`config.mk`:
```
export PLATFORM = sky130hd
export DESIGN_NAME = radar_frame_receiver_crc16_top
export DESIGN_NICKNAME = d
export VERILOG_FILES = /design/src/rtl/rfrc_pkg.sv /design/src/rtl/radar_frame_receiver_crc16_top.sv
export SDC_FILE = /design/constraint.sdc
export NUM_CORES = 1
export LEC_CHECK = 0
export ABC_AREA = 1
export BUFFER_PORTS_ARGS = -buffer_cell sky130_fd_sc_hd__buf_2
export CAP_MARGIN = 25
export CELL_PAD_IN_SITES_DETAIL_PLACEMENT = 1
export CELL_PAD_IN_SITES_GLOBAL_PLACEMENT = 1
export CORE_MARGIN = 3
export CORE_UTILIZATION = 40
export DETAILED_ROUTE_END_ITERATION = 7
export PLACE_DENSITY_LB_ADDON = 0.1
export SYNTH_ARGS = -nofsm -noshare
export SYNTH_HDL_FRONTEND = slang
export SYNTH_SLANG_ARGS = --single-unit
```
`constraint.sdc`:
```
create_clock -name i_clk -period 5.95 [get_ports i_clk]
set_input_delay 0 -clock i_clk [delete_from_list [all_inputs] [get_ports i_clk]]
set_output_delay 0 -clock i_clk [all_outputs]
set_load 0.02 [all_outputs]
```
`src/rtl/rfrc_pkg.sv`:
```
// rfrc_pkg: constants, codes and the crc-16/modbus byte fold of the radar frame receiver
// no dependencies
`default_nettype none

package rfrc_pkg;

    // item opcodes
    localparam logic OP_BYTE = 1'b0;
    localparam logic OP_TICK = 1'b1;

    // configuration register indexes
    localparam logic [1:0] REG_HEADER  = 2'd0;
    localparam logic [1:0] REG_ACTIVE  = 2'd1;
    localparam logic [1:0] REG_PASSIVE = 2'd2;
    localparam logic [1:0] REG_TIMEOUT = 2'd3;

    // configuration reset values
    localparam logic [7:0] HEADER_RST  = 8'h55;
    localparam logic [7:0] ACTIVE_RST  = 8'h04;
    localparam logic [7:0] PASSIVE_RST = 8'h03;
    localparam logic [9:0] TIMEOUT_RST = 10'd150;

    // frame kinds
    localparam logic [2:0] KIND_CRC_ERR  = 3'd0;
    localparam logic [2:0] KIND_ENV      = 3'd1;
    localparam logic [2:0] KIND_APPROACH = 3'd2;
    localparam logic [2:0] KIND_FALL     = 3'd3;
    localparam logic [2:0] KIND_OTHER    = 3'd4;

    // environment labels
    localparam logic [1:0] ENV_UNOCCUPIED = 2'd0;
    localparam logic [1:0] ENV_STATIONARY = 2'd1;
    localparam logic [1:0] ENV_MOVING     = 2'd2;
    localparam logic [1:0] ENV_OTHER      = 2'd3;

    // approach states
    localparam logic [1:0] APPR_NONE  = 2'd0;
    localparam logic [1:0] APPR_CLOSE = 2'd1;
    localparam logic [1:0] APPR_AWAY  = 2'd2;

    // fall states
    localparam logic [1:0] FALL_SUSPECT = 2'd0;
    localparam logic [1:0] FALL_REAL    = 2'd1;
    localparam logic [1:0] FALL_NONE    = 2'd2;

    // protocol bytes
    localparam logic [7:0] ADDR_STATUS   = 8'h03;
    localparam logic [7:0] ADDR_ENV      = 8'h05;
    localparam logic [7:0] ADDR_APPROACH = 8'h07;
    localparam logic [7:0] FUNC_FALL     = 8'h06;
    localparam logic [7:0] ADDR_FALL     = 8'h01;

    localparam logic [15:0] CRC_INIT = 16'hFFFF;
    localparam logic [15:0] CRC_POLY = 16'hA001;
    localparam logic [16:0] MIN_FRAME = 17'd8;
    localparam logic [9:0]  IDLE_MAX  = 10'd1023;

    // reflected crc-16 update over one byte, eight shift steps
    function automatic logic [15:0] crc_fold(input logic [15:0] crc, input logic [7:0] b);
        logic [15:0] c;
        c = crc ^ {8'h00, b};
        for (int j = 0; j < 8; j++) begin
            if (c[0]) begin
                c = (c >> 1) ^ CRC_POLY;
            end else begin
                c = c >> 1;
            end
        end
        return c;
    endfunction

endpackage

`default_nettype wire

```
`src/rtl/radar_frame_receiver_crc16_top.sv`:
```
// radar_frame_receiver_crc16_top: length-prefixed radar frame parser with crc-16/modbus check
// depends on rfrc_pkg
`default_nettype none

// Takes one item per clock: a received uart byte or a one millisecond tick.
// The receiver hunts for the header byte, reads a 16-bit little-endian length L
// and closes the frame after 1+L bytes. A closed frame gives one result: a crc
// error (frame under 8 bytes or crc mismatch) or a classified report
// (environment, approach, fall, other). Frames whose length field is below 2,
// and partial frames idle for more ticks than the timeout register, are dropped
// without a result. Each item is processed in the cycle it is accepted; the
// result appears in the output register on the next cycle. The sustained rate
// is one item per clock, set by the single output register: input stall is
// raised only while that register holds a result and the output is stalled.
// Configuration writes are always ready and must only be made while idle.
module radar_frame_receiver_crc16_top (
    input  wire logic        i_clk,
    input  wire logic        i_rst_n,
    // configuration write channel
    input  wire logic        i_cfg_valid,
    output logic             o_cfg_ready,
    input  wire logic [1:0]  i_cfg_index,
    input  wire logic [9:0]  i_cfg_data,
    // input items
    input  wire logic        i_in_valid,
    output logic             o_in_stall,
    input  wire logic        i_opcode,
    input  wire logic [7:0]  i_byte_value,
    // result items
    output logic             o_out_valid,
    input  wire logic        i_out_stall,
    output logic [2:0]       o_frame_kind,
    output logic [7:0]       o_func_code,
    output logic [7:0]       o_addr_one,
    output logic [7:0]       o_addr_two,
    output logic [15:0]      o_payload_len,
    output logic             o_occupied,
    output logic [1:0]       o_env_class,
    output logic [1:0]       o_approach_dir,
    output logic [1:0]       o_fall_status,
    output logic             o_fall_real
);
    import rfrc_pkg::*;

    // configuration
    logic [7:0]  r_cfg_header;
    logic [7:0]  r_cfg_active;
    logic [7:0]  r_cfg_passive;
    logic [9:0]  r_cfg_timeout;

    // frame state
    logic        r_in_frame,   n_in_frame;
    logic [16:0] r_byte_count, n_byte_count;
    logic [15:0] r_frame_len,  n_frame_len;
    logic [15:0] r_crc,        n_crc;
    logic [7:0]  r_tail0,      n_tail0;
    logic [7:0]  r_tail1,      n_tail1;
    logic [7:0]  r_func,       n_func;
    logic [7:0]  r_addr1,      n_addr1;
    logic [7:0]  r_addr2,      n_addr2;
    logic [7:0]  r_data0,      n_data0;
    logic [7:0]  r_data1,      n_data1;
    logic [7:0]  r_data2,      n_data2;
    logic [9:0]  r_idle_ms,    n_idle_ms;

    // result register
    logic        r_out_valid;
    logic [2:0]  r_kind,       n_kind;
    logic [15:0] r_plen,       n_plen;
    logic        r_occupied,   n_occupied;
    logic [1:0]  r_env_class,  n_env_class;
    logic [1:0]  r_appr,       n_appr;
    logic [1:0]  r_fall,       n_fall;
    logic        r_fall_real,  n_fall_real;
    logic [7:0]  r_o_func,     r_o_addr1,    r_o_addr2;

    logic        in_acc;
    logic        emit;
    logic        clear;
    logic [16:0] expected;
    logic        func_match;

    // result register full and held back by the consumer
    assign o_in_stall  = r_out_valid && i_out_stall;
    assign o_cfg_ready = 1'b1;
    assign in_acc      = i_in_valid && !o_in_stall;

    always_comb begin
        n_in_frame   = r_in_frame;
        n_byte_count = r_byte_count;
        n_frame_len  = r_frame_len;
        n_crc        = r_crc;
        n_tail0      = r_tail0;
        n_tail1      = r_tail1;
        n_func       = r_func;
        n_addr1      = r_addr1;
        n_addr2      = r_addr2;
        n_data0      = r_data0;
        n_data1      = r_data1;
        n_data2      = r_data2;
        n_idle_ms    = r_idle_ms;
        emit         = 1'b0;
        clear        = 1'b0;
        expected     = 17'd0;

        if (in_acc) begin
            if (i_opcode == OP_TICK) begin
                n_idle_ms = (r_idle_ms == IDLE_MAX) ? r_idle_ms : r_idle_ms + 10'd1;
                if (r_in_frame && (n_idle_ms > r_cfg_timeout)) begin
                    clear = 1'b1;
                end
            end else begin
                n_idle_ms = 10'd0;
                if (r_in_frame || (i_byte_value == r_cfg_header)) begin
                    n_in_frame = 1'b1;
                    // the last two bytes stay out of the crc until a later byte arrives
                    if (r_byte_count >= 17'd2) begin
                        n_crc = crc_fold(r_crc, r_tail0);
                    end
                    n_tail0 = r_tail1;
                    n_tail1 = i_byte_value;
                    case (r_byte_count)
                        17'd1:   n_frame_len = {8'h00, i_byte_value};
                        17'd2:   n_frame_len = {i_byte_value, r_frame_len[7:0]};
                        17'd3:   n_func  = i_byte_value;
                        17'd4:   n_addr1 = i_byte_value;
                        17'd5:   n_addr2 = i_byte_value;
                        17'd6:   n_data0 = i_byte_value;
                        17'd7:   n_data1 = i_byte_value;
                        17'd8:   n_data2 = i_byte_value;
                        default: ;
                    endcase
                    n_byte_count = r_byte_count + 17'd1;
                    if (n_byte_count >= 17'd3) begin
                        expected = {1'b0, n_frame_len} + 17'd1;
                        if (n_byte_count == expected) begin
                            emit  = 1'b1;
                            clear = 1'b1;
                        end else if (n_byte_count > expected) begin
                            // length field too short to cover itself
                            clear = 1'b1;
                        end
                    end
                end
            end
        end

        // result fields, from the frame as it stands after this byte
        n_plen      = (n_frame_len >= 16'd5) ? n_frame_len - 16'd5 : 16'd0;
        n_kind      = KIND_OTHER;
        n_occupied  = 1'b0;
        n_env_class = ENV_UNOCCUPIED;
        n_appr      = APPR_NONE;
        n_fall      = FALL_SUSPECT;
        n_fall_real = 1'b0;
        func_match  = (n_func == r_cfg_active) || (n_func == r_cfg_passive);
        if ((n_byte_count < MIN_FRAME) || (n_crc != {n_tail1, n_tail0})) begin
            n_kind = KIND_CRC_ERR;
        end else if (func_match && n_addr1 == ADDR_STATUS && n_addr2 == ADDR_ENV
                     && n_plen >= 16'd3) begin
            n_kind      = KIND_ENV;
            n_occupied  = 1'b1;
            n_env_class = ENV_OTHER;
            if (n_data0 == 8'h00 && n_data1 == 8'hFF && n_data2 == 8'hFF) begin
                n_occupied  = 1'b0;
                n_env_class = ENV_UNOCCUPIED;
            end else if (n_data0 == 8'h01 && n_data1 == 8'h00 && n_data2 == 8'hFF) begin
                n_env_class = ENV_STATIONARY;
            end else if (n_data0 == 8'h01 && n_data1 == 8'h01 && n_data2 == 8'h01) begin
                n_env_class = ENV_MOVING;
            end
        end else if (func_match && n_addr1 == ADDR_STATUS && n_addr2 == ADDR_APPROACH
                     && n_plen >= 16'd1) begin
            n_kind = KIND_APPROACH;
            if (n_data0 == 8'h02) begin
                n_appr = APPR_CLOSE;
            end else if (n_data0 == 8'h03) begin
                n_appr = APPR_AWAY;
            end
        end else if (n_func == FUNC_FALL && n_addr1 == ADDR_FALL && n_plen >= 16'd1) begin
            n_kind = KIND_FALL;
            if (n_data0 == 8'h00) begin
                n_fall = FALL_SUSPECT;
            end else if (n_data0 == 8'h01) begin
                n_fall      = FALL_REAL;
                n_fall_real = 1'b1;
            end else begin
                n_fall = FALL_NONE;
            end
        end
    end

    always_ff @(posedge i_clk) begin
        if (!i_rst_n) begin
            r_cfg_header  <= HEADER_RST;
            r_cfg_active  <= ACTIVE_RST;
            r_cfg_passive <= PASSIVE_RST;
            r_cfg_timeout <= TIMEOUT_RST;
            r_in_frame    <= 1'b0;
            r_byte_count  <= 17'd0;
            r_frame_len   <= 16'd0;
            r_crc         <= CRC_INIT;
            r_tail0       <= 8'h00;
            r_tail1       <= 8'h00;
            r_func        <= 8'h00;
            r_addr1       <= 8'h00;
            r_addr2       <= 8'h00;
            r_data0       <= 8'h00;
            r_data1       <= 8'h00;
            r_data2       <= 8'h00;
            r_idle_ms     <= 10'd0;
            r_out_valid   <= 1'b0;
        end else begin
            if (i_cfg_valid && o_cfg_ready) begin
                case (i_cfg_index)
                    REG_HEADER:  r_cfg_header  <= i_cfg_data[7:0];
                    REG_ACTIVE:  r_cfg_active  <= i_cfg_data[7:0];
                    REG_PASSIVE: r_cfg_passive <= i_cfg_data[7:0];
                    REG_TIMEOUT: r_cfg_timeout <= i_cfg_data;
                    default:     ;
                endcase
            end
            r_idle_ms <= n_idle_ms;
            if (clear) begin
                r_in_frame   <= 1'b0;
                r_byte_count <= 17'd0;
                r_frame_len  <= 16'd0;
                r_crc        <= CRC_INIT;
                r_tail0      <= 8'h00;
                r_tail1      <= 8'h00;
                r_func       <= 8'h00;
                r_addr1      <= 8'h00;
                r_addr2      <= 8'h00;
                r_data0      <= 8'h00;
                r_data1      <= 8'h00;
                r_data2      <= 8'h00;
            end else begin
                r_in_frame   <= n_in_frame;
                r_byte_count <= n_byte_count;
                r_frame_len  <= n_frame_len;
                r_crc        <= n_crc;
                r_tail0      <= n_tail0;
                r_tail1      <= n_tail1;
                r_func       <= n_func;
                r_addr1      <= n_addr1;
                r_addr2      <= n_addr2;
                r_data0      <= n_data0;
                r_data1      <= n_data1;
                r_data2      <= n_data2;
            end
            if (emit) begin
                r_out_valid <= 1'b1;
            end else if (!i_out_stall) begin
                r_out_valid <= 1'b0;
            end
        end
    end

    // result payload, loaded only with a new item
    always_ff @(posedge i_clk) begin
        if (emit) begin
            r_kind      <= n_kind;
            r_o_func    <= n_func;
            r_o_addr1   <= n_addr1;
            r_o_addr2   <= n_addr2;
            r_plen      <= n_plen;
            r_occupied  <= n_occupied;
            r_env_class <= n_env_class;
            r_appr      <= n_appr;
            r_fall      <= n_fall;
            r_fall_real <= n_fall_real;
        end
    end

    assign o_out_valid    = r_out_valid;
    assign o_frame_kind   = r_kind;
    assign o_func_code    = r_o_func;
    assign o_addr_one     = r_o_addr1;
    assign o_addr_two     = r_o_addr2;
    assign o_payload_len  = r_plen;
    assign o_occupied     = r_occupied;
    assign o_env_class    = r_env_class;
    assign o_approach_dir = r_appr;
    assign o_fall_status  = r_fall;
    assign o_fall_real    = r_fall_real;

`ifndef SYNTHESIS
    // hunting state holds no partial frame
    a_hunt_empty: assert property (@(posedge i_clk) disable iff (!i_rst_n)
        !r_in_frame |-> (r_byte_count == 17'd0 && r_crc == CRC_INIT))
        else $error("frame state not clear while hunting");

    // an open frame never runs past its declared length
    a_count_bound: assert property (@(posedge i_clk) disable iff (!i_rst_n)
        (r_in_frame && r_byte_count >= 17'd3)
            |-> (r_byte_count < {1'b0, r_frame_len} + 17'd1))
        else $error("byte count past frame end");

    // a real fall flag only comes with a fall report
    a_fall_real: assert property (@(posedge i_clk) disable iff (!i_rst_n)
        (o_out_valid && o_fall_real)
            |-> (o_frame_kind == KIND_FALL && o_fall_status == FALL_REAL))
        else $error("fall flag on wrong kind");

    // environment fields are zero outside environment reports
    a_env_fields: assert property (@(posedge i_clk) disable iff (!i_rst_n)
        (o_out_valid && o_frame_kind != KIND_ENV)
            |-> (!o_occupied && o_env_class == ENV_UNOCCUPIED))
        else $error("environment fields set on other kind");

    // an empty result register never holds back the input
    a_no_false_stall: assert property (@(posedge i_clk) disable iff (!i_rst_n)
        !r_out_valid |-> !o_in_stall)
        else $error("input stalled with empty result register");
`endif

endmodule

`default_nettype wire
```
# After elaboration in Yosys (flattened, before gate mapping)
# Cells that the tools add are included.
dict set report totals {
  reg_bits 210
  in_bits 26
  out_inout_bits 54
  word_cells 232
}
dict set report op_classes {
  n_eq_ne 30
  order_cmp 8
  n_reduce_logical 37
  mux 107
  n_addsub 4
  n_bitwise 14
}
# op n
set ops {}
lappend ops {{2-to-1 mux 16 bit} 47}
lappend ops {{2-to-1 mux 8 bit} 30}
lappend ops {{equality test 17 x 3 -> 1 bit, second input constant} 4}
lappend ops {{2-to-1 mux 17 bit} 3}
lappend ops {{equality test 17 x 2 -> 1 bit, second input constant} 2}
lappend ops {{greater-or-equal comparator 17 x 2 -> 1 bit, second input constant} 2}
lappend ops {{equality test 8 x 1 -> 1 bit, second input constant} 4}
lappend ops {{one-hot mux 16 bit (2 select lines)} 1}
lappend ops {{equality test 8 x 2 -> 1 bit, second input constant} 3}
lappend ops {{equality test 8 x 3 -> 1 bit, second input constant} 3}
lappend ops {{equality test 8 bit} 3}
lappend ops {{NOT 2 -> 3 bit} 8}
lappend ops {{2-to-1 mux 1 bit} 20}
lappend ops {{2-to-1 mux 10 bit} 2}
lappend ops {{adder 16 x 1 -> 17 bit, second input constant} 1}
lappend ops {{adder 17 x 1 -> 17 bit, second input constant} 1}
lappend ops {{equality test 17 x 1 -> 1 bit, second input constant} 1}
lappend ops {{equality test 17 bit} 1}
lappend ops {{equality test 17 x 4 -> 1 bit, second input constant} 1}
lappend ops {{greater-than comparator 17 bit} 1}
lappend ops {{< comparator 17 x 4 -> 1 bit, second input constant} 1}
lappend ops {{equality test 8 bit, second input constant} 2}
lappend ops {{greater-or-equal comparator 16 x 1 -> 1 bit, second input constant} 1}
lappend ops {{greater-or-equal comparator 16 x 2 -> 1 bit, second input constant} 1}
lappend ops {{24 further kinds} 57}

# Longest topological paths before layout
# Gate-level depths: netlist (run 1).
dict set report depth {
  ltp_word 52
  depth_mapped 28
  ltp_nobuf 26
}

# Least setup slack after synthesis (run 1)
# Ideal clock, no wire load.
dict set report synth_timing {
  path_type {register to register}
  start {reg r_byte_count[1]}
  end {reg r_o_addr1[0] (netlist: o_addr_one[0]) (enable)}
  arrival_time_ns 5.455
  t_required_ns 5.490
  period_less_slack_ns 5.915
  setup_ns 0.460
  n_path_buf 1
  setup_slack_ns 0.035
  path_stages_with_launch 24
  cell_sequence {dfxtp_1 inv_1 ha_1 nand2_1 nor2_4 nand2_2 buf_6 nor2_1 a21oi_2 inv_1 ha_1 nor3b_1 nand2_1 nor2_1 nand2_1 nor3_1 nand3_1 a21oi_1 o22ai_1 ha_1 nand4_1 nor3_1 nand3_1 nor2_1}
}
dict set report synth_between {
  elab_chain_len 12
  word_cells_on_any_way 15
  cone_classes {add/sub (2); order compare (1); eq/ne (3); mux (9)}
}
# item line_no
set synth_lines {}
lappend synth_lines {{from (decl)} radar_frame_receiver_crc16_top.sv:53} ;# logic [16:0] r_byte_count, n_byte_count;
lappend synth_lines {{from (signal assigned)} radar_frame_receiver_crc16_top.sv:239} ;# r_byte_count <= n_byte_count;
lappend synth_lines {{equality test 17 x 2 -> 1 bit or equality test 17 x 1 -> 1 bit (tied branches)} radar_frame_receiver_crc16_top.sv:122} ;# case (r_byte_count)
lappend synth_lines {{one-hot mux 16 bit (2 select lines)} radar_frame_receiver_crc16_top.sv:122}
lappend synth_lines {{2-to-1 mux 16 bit} radar_frame_receiver_crc16_top.sv:114} ;# if (r_in_frame || (i_byte_value == r_cfg_header)) begin
lappend synth_lines {{2-to-1 mux 16 bit} radar_frame_receiver_crc16_top.sv:107} ;# if (i_opcode == OP_TICK) begin
lappend synth_lines {{2-to-1 mux 16 bit} radar_frame_receiver_crc16_top.sv:106} ;# if (in_acc) begin
lappend synth_lines {{adder 16 x 1 -> 17 bit} radar_frame_receiver_crc16_top.sv:135} ;# expected = {1'b0, n_frame_len} + 17'd1;
lappend synth_lines {{equality test 17 bit} radar_frame_receiver_crc16_top.sv:136} ;# if (n_byte_count == expected) begin
lappend synth_lines {{2-to-1 mux 1 bit} radar_frame_receiver_crc16_top.sv:136}
lappend synth_lines {{2-to-1 mux 1 bit (*)} radar_frame_receiver_crc16_top.sv:134} ;# if (n_byte_count >= 17'd3) begin
lappend synth_lines {{2-to-1 mux 1 bit (*)} radar_frame_receiver_crc16_top.sv:114}
lappend synth_lines {{2-to-1 mux 1 bit (*)} radar_frame_receiver_crc16_top.sv:107}
lappend synth_lines {{2-to-1 mux 1 bit (*)} radar_frame_receiver_crc16_top.sv:106}
lappend synth_lines {{via emit} radar_frame_receiver_crc16_top.sv:78} ;# logic emit;
lappend synth_lines {{to (signal assigned)} radar_frame_receiver_crc16_top.sv:264} ;# r_o_addr1 <= n_addr1;
lappend synth_lines {{to (decl)} radar_frame_receiver_crc16_top.sv:75} ;# logic [7:0] r_o_func, r_o_addr1, r_o_addr2;
# Mark *: on every way through the listed nets, which the timed path passes. The rest lies on a longest branch. The select of a mux whose other input is x is not followed.
# A chain may end at the register's enable or synchronous reset.

# Worst setup path after layout (run 1)
dict set report layout_timing {
  start {reg r_byte_count[8]}
  end {reg r_frame_len[9]}
}
dict set report layout_between {
  elab_chain_len 14
  word_cells_on_any_way 21
  cone_classes {add/sub (2); order compare (2); eq/ne (3); mux (13); reduce/logical (1)}
}
# item line_no
set layout_lines {}
lappend layout_lines {{equality test 17 x 2 -> 1 bit or equality test 17 x 1 -> 1 bit (tied branches)} radar_frame_receiver_crc16_top.sv:122}
lappend layout_lines {{one-hot mux 16 bit (2 select lines)} radar_frame_receiver_crc16_top.sv:122}
lappend layout_lines {{2-to-1 mux 16 bit} radar_frame_receiver_crc16_top.sv:114}
lappend layout_lines {{2-to-1 mux 16 bit} radar_frame_receiver_crc16_top.sv:107}
lappend layout_lines {{2-to-1 mux 16 bit} radar_frame_receiver_crc16_top.sv:106}
lappend layout_lines {{adder 16 x 1 -> 17 bit} radar_frame_receiver_crc16_top.sv:135}
lappend layout_lines {{greater-than comparator 17 bit} radar_frame_receiver_crc16_top.sv:139} ;# end else if (n_byte_count > expected) begin
lappend layout_lines {{2-to-1 mux 1 bit} radar_frame_receiver_crc16_top.sv:139}
lappend layout_lines {{2-to-1 mux 1 bit} radar_frame_receiver_crc16_top.sv:136}
lappend layout_lines {{2-to-1 mux 1 bit} radar_frame_receiver_crc16_top.sv:134}
lappend layout_lines {{2-to-1 mux 1 bit} radar_frame_receiver_crc16_top.sv:114}
lappend layout_lines {{2-to-1 mux 1 bit} radar_frame_receiver_crc16_top.sv:107}
lappend layout_lines {{2-to-1 mux 1 bit} radar_frame_receiver_crc16_top.sv:106}
lappend layout_lines {{OR reduction 2 bit (no line)} -}
lappend layout_lines {{to (signal assigned)} radar_frame_receiver_crc16_top.sv:240} ;# r_frame_len <= n_frame_len;
lappend layout_lines {{to (decl)} radar_frame_receiver_crc16_top.sv:54} ;# logic [15:0] r_frame_len, n_frame_len;
# Parallel ways exist; a longest one is shown, timed or not. The select of a mux whose other input is x is not followed.

==> results of run 1 <==
worst max-delay path by stage:
stage / start / to / slack (ps) / cells after the start
floorplan: r_byte_count[1]$_SDFFE_PP0P_ / o_addr_one[0]$_DFFE_PP_ / 30 / 23
global placement: r_byte_count[8]$_SDFF_PP0_ / o_func_code[6]$_DFFE_PP_ / 1180 / 22
detailed placement: r_byte_count[8]$_SDFF_PP0_ / r_addr1[1]$_SDFF_PP0_ / 990 / 25
CTS: r_byte_count[8]$_SDFF_PP0_ / r_data0[2]$_SDFF_PP0_ / 930 / 25
global route: r_byte_count[8]$_SDFF_PP0_ / r_crc[15]$_SDFF_PP1_ / 470 / 25
finish: r_byte_count[8]$_SDFF_PP0_ / r_frame_len[9]$_SDFF_PP0_ / 950 / 25
worst reg2reg max path: cells and delay by family, from the launching register on:
kind,cells,cell delay [ps]
AND/OR/NAND/NOR,17,3140
adder cells (fa/ha/maj),2,490
AO/OA/AOI/OAI,4,470
buffers and inverters,2,420
flip-flops,1,360
layout by cell type, fill, tap and decap left out, types with 50 or more instances in the layout:
cell type and n:
nor2_1 209, o21ai_0 105, nand2_1 419, a21oi_1 72, buf_2 78, edfxtp_1 50
inv_1 185, dfxtp_1 159, nand3_1 80
sequential cells by signal (all words and copies together), names as in the netlist, 10 cells and up:
name           cells
r_idle_ms         10
r_frame_len       16
o_payload_len     16
r_crc             16
r_byte_count      17
r_cfg_timeout     10
per-layer routing:
layer	vias to the layer above	global-route usage	part of all wire
li1	5338	-	-
met1	5036	0.278	0.46
met2	108	0.402	0.50
met3	41	0.0259	0.024
met4	2	0.0422	0.015
met5	-	0	0.00038
report_power, final:
group          total [mW]  internal [mW]  switching (mW)
clock network        1.54          0.903           0.634
logic               0.162         0.0547           0.108
registers            1.47           1.46         0.00734
total                3.17           2.42           0.749
Yosys cell counts (13+ instances only):
cell type and n:
xor2_1 35, inv_1 185, xnor2_1 26, nand2_2 16
nand2_1 419, nand4_1 21, nand3_1 80, dfxtp_1 159
ha_1 35, edfxtp_1 50, nor2_1 210, a21oi_1 72
o21ai_1 18, o21ai_0 105, clkbuf_1 13, nor3_1 21
metrics by stage:
step / setup slack [ps] / area [µm²] / instances
detailed placement: 989 / 12200 / 2018
global placement: 1180 / 12200 / 2018
CTS: 934 / 13400 / 2100
floorplan: 34.9 / 11500 / 1600
finish: 947 / 13400 / 2100
global route: 473 / 13400 / 2100
layout make-up:
type / count / area share
sequential: 209 / 0.350
clock inverter: 13 / 0.00841
clock buffer: 34 / 0.0541
timing repair buffer: 119 / 0.0596
multi-input combinational: 1153 / 0.439
inverter: 194 / 0.0544
tap: 378 / 0.0353
cell families (layout without fill, tap and decap cells):
family | after synthesis | after routing | synth area share
compound gates | 223 | 223 | 0.105
xor+xnor | 61 | 61 | 0.0463
fa+ha+maj | 35 | 35 | 0.0379
buf+inv | 238 | 360 | 0.0862
flops | 209 | 209 | 0.406
mux | 2 | 2 | 0.00173
other cells | 1 | 1 | 0.000325
simple gates | 831 | 831 | 0.316
==> metrics.md, run 1 <==
| Metric | Value |
|---|---|
| Max-slew violations | `0` |
| Vias/cell | `5.01` |
| First-pass GRT wire length | `55.6 mm` |
| Wirelength per Cell | `16.2 µm` |
| Beginning of the worst hold path | `i_opcode` |
| Register area share after synthesis | `0.406` |
| Worst Path Buf+Inv | `2` |
| Reg2reg path depth | `25` |
| Die Area | `30900 µm²` |
| Cts repair resizes | `0` |
| Tcrit/Tclk final | `0.841` |
| Register bit count reported by yosys | `209` |
| Yosys top cell area share | `0.276` |
| Crit path max-delay family | `simple AND/OR/NAND/NOR gates` |
| Post-route setup TNS | `0 ps` |
| Status | `finished clean` |
| Synth warn | `0` |
| Placeable Area | `28100 µm²` |
| Port Buffers | `78` |
| Area contributors post-synth | `dfxtp_1 (28%), nand2_1 (14%), edfxtp_1 (13%), nor2_1 (6.8%), inv_1 (6.0%)` |
| Initial antenna violation count | `1` |
| # Post-CTS Setup Buffers | `0` |
| Total power | `3.17 mW` |
| Clk buf depth | `3` |
| Worst rel slew slack | `0.381` |
| Ports | `80` |
| Ant. Diodes | `0` |
| Routed Antenna Nets | `0` |
| NumNets Final | `1764` |
| Fmax | `200 MHz` |
| Clock Latency Late Sink | `540 ps` |
| Die height | `176 µm` |
| Syn_area_per_cell | `7.21 µm²` |
| RSZ-0062 raised after global routing | `false` |
| Slew @ Worst Pin | `921 ps` |
| Root Buffer | `clkbuf_16` |
| Number of buffers created by CTS | `26` |
| Dominant cell type by area after synthesis | `dfxtp_1` |
| Distinct cell type count of the synthesized netlist | `52` |
| Leak | `6.17 nW` |
| Post-synthesis net count | `1661` |
| Critical setup path kind | `register to register` |
| Max incr delay on CP | `360 ps` |
| TritonCTS clock tree | `done` |
| Post-detail-place hpwl | `24.8 mm` |
| WHS | `85.2 ps` |
| CP Capture Type | `register` |
| Max IR drop VDD | `0.193 mV` |
| Final wirelength | `34.0 mm` |
| Post-synth ARST share | `0` |
| Setup Viol. Count Final | `0` |
| Final min period | `5000 ps` |
| Worst-path maximum fanout | `69` |
| Total grt overflow | `0` |
| Cell Rows | `61` |
| Filler Cells Inserted | `3637` |
| Max Clock Skew | `23.3 ps` |
| Post-synth EDFFs | `50` |
| Sequential cell area | `4680 µm²` |
| P per Cell Area | `236 nW/µm²` |
| Largest net degree at the start of global routing | `70` |
| Final RePlAce weighted congestion | `0.826` |
| Initial drt markers | `439` |
| Hold Path Class | `input port to register` |
| Cells after synthesis | `1600` |
| Layout area overhead | `16.1%` |
| WP data required | `6350 ps` |
| Hold path depth | `5` |
| Multi-input gate area | `5870 µm²` |
| # DRC | `0` |
| Synth Flop Type | `dfxtp_1` |
| Initial core utilization | `0.411` |
| # hold bufs at CTS | `35` |
| Gr usage total | `0.219` |
| FF-to-FF setup slack | `950 ps` |
| CTS clk-pin slew, worst paths | `60 ps` |
| Finished Core Util | `0.477` |
| Vias in the first global route | `10900` |
| Layout cell share with drive strength beyond 1 | `0.119` |
| Sink Count | `209` |
| Worst r2r src | `r_byte_count[8]$_SDFF_PP0_` |
| Critical-path top delay cell | `dfxtp_1` |
| Number of hold violations in the final report | `0` |
| Synthesized area | `11500 µm²` |
| Critical path launch point type | `register` |
| CTS HTree Levels | `1` |
| R2r endpoint | `r_frame_len[9]$_SDFF_PP0_` |
| Crit path DAT | `5400 ps` |
| Worst Hold Path EP | `r_func[1]$_SDFF_PP0_` |
| DR pass1 iterations | `4` |
| Max Cap Viol | `0` |
| Die width | `176 µm` |
| DR vias | `10500` |
Power figures use the tool's default switching activity.
==> inputs of run 2 (changes only) <==
==> constraint.sdc (replaced) <==
create_clock -name i_clk -period 4.4 [get_ports i_clk]
set_input_delay 0 -clock i_clk [delete_from_list [all_inputs] [get_ports i_clk]]
set_output_delay 0 -clock i_clk [all_outputs]
set_load 0.02 [all_outputs]
==> metrics.md, run 2 (synthesis gave the netlist of run 1 again) <==
| Metric | Value |
|---|---|
| WP data required | `4800 ps (was 6350 ps)` |
| # DRC | `0 (unchanged)` |
| Number of hold violations in the final report | `0 (unchanged)` |
| Commonest non-fill, non-tap cell in the layout | `nand2_1 (unchanged)` |
| FF-to-FF setup slack | `270 ps (was 950 ps)` |
| CP Capture Type | `register (unchanged)` |
| Die Area | `30900 µm² (unchanged)` |
| Critical path launch point type | `register (unchanged)` |
| Filler Cells Inserted | `3618 (was 3637)` |
| Die height | `176 µm (unchanged)` |
| Clock Latency Late Sink | `530 ps (was 540 ps)` |
| R2r endpoint | `r_frame_len[10]$_SDFF_PP0_ (was r_frame_len[9]$_SDFF_PP0_)` |
| Slew @ Worst Pin | `930 ps (was 921 ps)` |
| Crit. Startpoint | `r_byte_count[1]$_SDFFE_PP0P_ (was r_byte_count[8]$_SDFF_PP0_)` |
| Vias/cell | `5.05 (was 5.01)` |
| Initial core utilization | `0.411 (unchanged)` |
| CTS clk-pin slew, worst paths | `60 ps (about the same)` |
| Multi-input gate area | `6010 µm² (was 5870 µm²)` |
| Setup Viol. Count Final | `0 (unchanged)` |
| Cell Rows | `61 (unchanged)` |
| Worst-path maximum fanout | `37 (was 69)` |
| Vias in the first global route | `11100 (was 10900)` |
| Max-slew violations | `0 (unchanged)` |
| Reg2reg path depth | `25 (unchanged)` |
| CTS HTree Levels | `1 (unchanged)` |
| Max IR drop VDD | `0.231 mV (was 0.193 mV)` |
| Total grt overflow | `0 (unchanged)` |
| Largest net degree at the start of global routing | `51 (was 70)` |
| Clk buf depth | `3 (unchanged)` |
| Hold Path Class | `input port to register (unchanged)` |
| Hold path depth | `5 (unchanged)` |
| WHS | `38.3 ps (was 85.2 ps)` |
| Max Clock Skew | `17.9 ps (was 23.3 ps)` |
| Fmax | `242 MHz (was 200 MHz)` |
| Die width | `176 µm (unchanged)` |
| Ant. Diodes | `0 (unchanged)` |
| Wirelength per Cell | `16.5 µm (was 16.2 µm)` |
| Worst Hold Path EP | `r_idle_ms[2]$_SDFFE_PN0P_ (was r_func[1]$_SDFF_PP0_)` |
| Placed Area | `12400 µm² (was 12200 µm²)` |
| Tcrit/Tclk final | `0.939 (was 0.841)` |
| Max incr delay on CP | `360 ps (about the same)` |
| Post-detail-place hpwl | `25.1 mm (was 24.8 mm)` |
| First-pass GRT wire length | `56.5 mm (was 55.6 mm)` |
| Leak | `6.38 nW (was 6.17 nW)` |
| Crit path DAT | `4540 ps (was 5400 ps)` |
| Number of buffers created by CTS | `25 (was 26)` |
| DR pass1 iterations | `4 (unchanged)` |
| NumNets Final | `1787 (was 1764)` |
| Root Buffer | `clkbuf_16 (unchanged)` |
| Initial antenna violation count | `0 (was 1)` |
| Status | `finished clean (unchanged)` |
| Sink Count | `209 (unchanged)` |
| Critical setup path kind | `register to register (unchanged)` |
| Layout area overhead | `19.7% (was 16.1%)` |
| Max Cap Viol | `0 (unchanged)` |
| Sequential cell area | `4690 µm² (was 4680 µm²)` |
| Total power | `4.44 mW (was 3.17 mW)` |
| P per Cell Area | `321 nW/µm² (was 236 nW/µm²)` |
| Layout cell share with drive strength beyond 1 | `0.145 (was 0.119)` |
| Beginning of the worst hold path | `i_in_valid (was i_opcode)` |
| Final RePlAce weighted congestion | `0.827 (was 0.826)` |
| Max FFs per register | `17 (unchanged)` |
| Final min period | `4130 ps (was 5000 ps)` |
| Final instance area | `13800 µm² (was 13400 µm²)` |
| Critical-path top delay cell | `dfxtp_2 (was dfxtp_1)` |
| Ports | `80 (unchanged)` |
| TritonCTS clock tree | `done (unchanged)` |
| Initial drt markers | `376 (was 439)` |
| Placeable Area | `28100 µm² (unchanged)` |
| Port Buffers | `78 (unchanged)` |
| DR vias | `10700 (was 10500)` |
| Most frequent cells in the layout | `nand2_1 (417), nor2_1 (203), inv_1 (183) (was nand2_1 (419), nor2_1 (209), inv_1 (185))` |
| Worst r2r src | `r_byte_count[1]$_SDFFE_PP0P_ (was r_byte_count[8]$_SDFF_PP0_)` |
| Final wirelength | `35.0 mm (was 34.0 mm)` |
| Gr usage total | `0.224 (was 0.219)` |
| Reg with most FFs | `r_byte_count (unchanged)` |
| Worst rel slew slack | `0.375 (was 0.381)` |
| RSZ-0062 raised after global routing | `true (was false)` |
| Routed Antenna Nets | `0 (unchanged)` |
-- run 2: changes by cell type in the layout (fill, tap and decap cells not counted), moves of 4 or more --
cell       previous run  this run
buf_4                 5        25
nor2_1              209       203
nor2_2                9        14
bufinv_16             1         5
nor3_1               21        17
-- run 2: how the worst max path moves through the flow --
stage          slack, ps  cells after the start                     endpoint
2_1_floorplan         60                     23      o_addr_one[0]$_DFFE_PP_
6_report             270                     25   r_frame_len[10]$_SDFF_PP0_
3_5_place_dp         -70                     26  r_byte_count[16]$_SDFF_PP0_
4_1_cts                4                     27        r_data1[3]$_SDFF_PP0_
5_1_grt              -40                     25        r_addr2[3]$_SDFF_PP0_
3_3_place_gp         180                     25  r_byte_count[16]$_SDFF_PP0_
-- run 2: report_power, final --
part | total, mW | switching, mW | internal [mW] | leakage (nW)
logic | 0.231 | 0.151 | 0.0794 | 4.15
registers | 1.98 | 0.0102 | 1.97 | 1.79
clock network | 2.22 | 0.822 | 1.40 | 0.434
total | 4.44 | 0.984 | 3.45 | 6.38
-- run 2: cell type report --
class,instances,area share
clock buffers,34,0.0506
clock inverters,10,0.0130
inverters,194,0.0531
multi-input cells,1153,0.435
flip-flops and latches,209,0.339
well taps,378,0.0342
repair buffers,143,0.0750
-- run 2: repair_timing --
item                       CTS  global route
setup endpoints to repair  163           164
pin swaps                    2            11
resized for setup            9            30
buffers inserted             3             5
cloned                       1             1
hold buffers                33             0
hold endpoints to repair    45             0
-- run 2: stage by stage --
step	worst slack [ps]	TNS, ps	std cells	utilization
6_report	266	0	2121	0.492
5_1_grt	-40.9	-841	2121	0.492
4_1_cts	4.29	0	2117	0.487
3_3_place_gp	181	0	2036	0.441
2_1_floorplan	64.9	0	1600	-
3_5_place_dp	-67.0	-1480	2036	0.441
-- run 2: critical path: cells and delay by family (launching register included) --
| family | cells | cell delay (ps) |
|---|---|---|
| AOI/OAI and AO/OA | 2 | 170 |
| xor gates and xnor gates | 1 | 90 |
| adders and majority gates | 2 | 450 |
| buffers and inverters | 4 | 550 |
| DFF | 1 | 360 |
| and+or+nand+nor | 16 | 2370 |
-- run 2: routing by layer --
| metal | share of wire | up-vias | GRT usage |
|---|---|---|---|
| li1 | - | 5393 | - |
| met5 | 0 | - | 0 |
| met4 | 0.017 | 0 | 0.0485 |
| met2 | 0.51 | 129 | 0.409 |
| met1 | 0.44 | 5143 | 0.282 |
| met3 | 0.031 | 46 | 0.0259 |
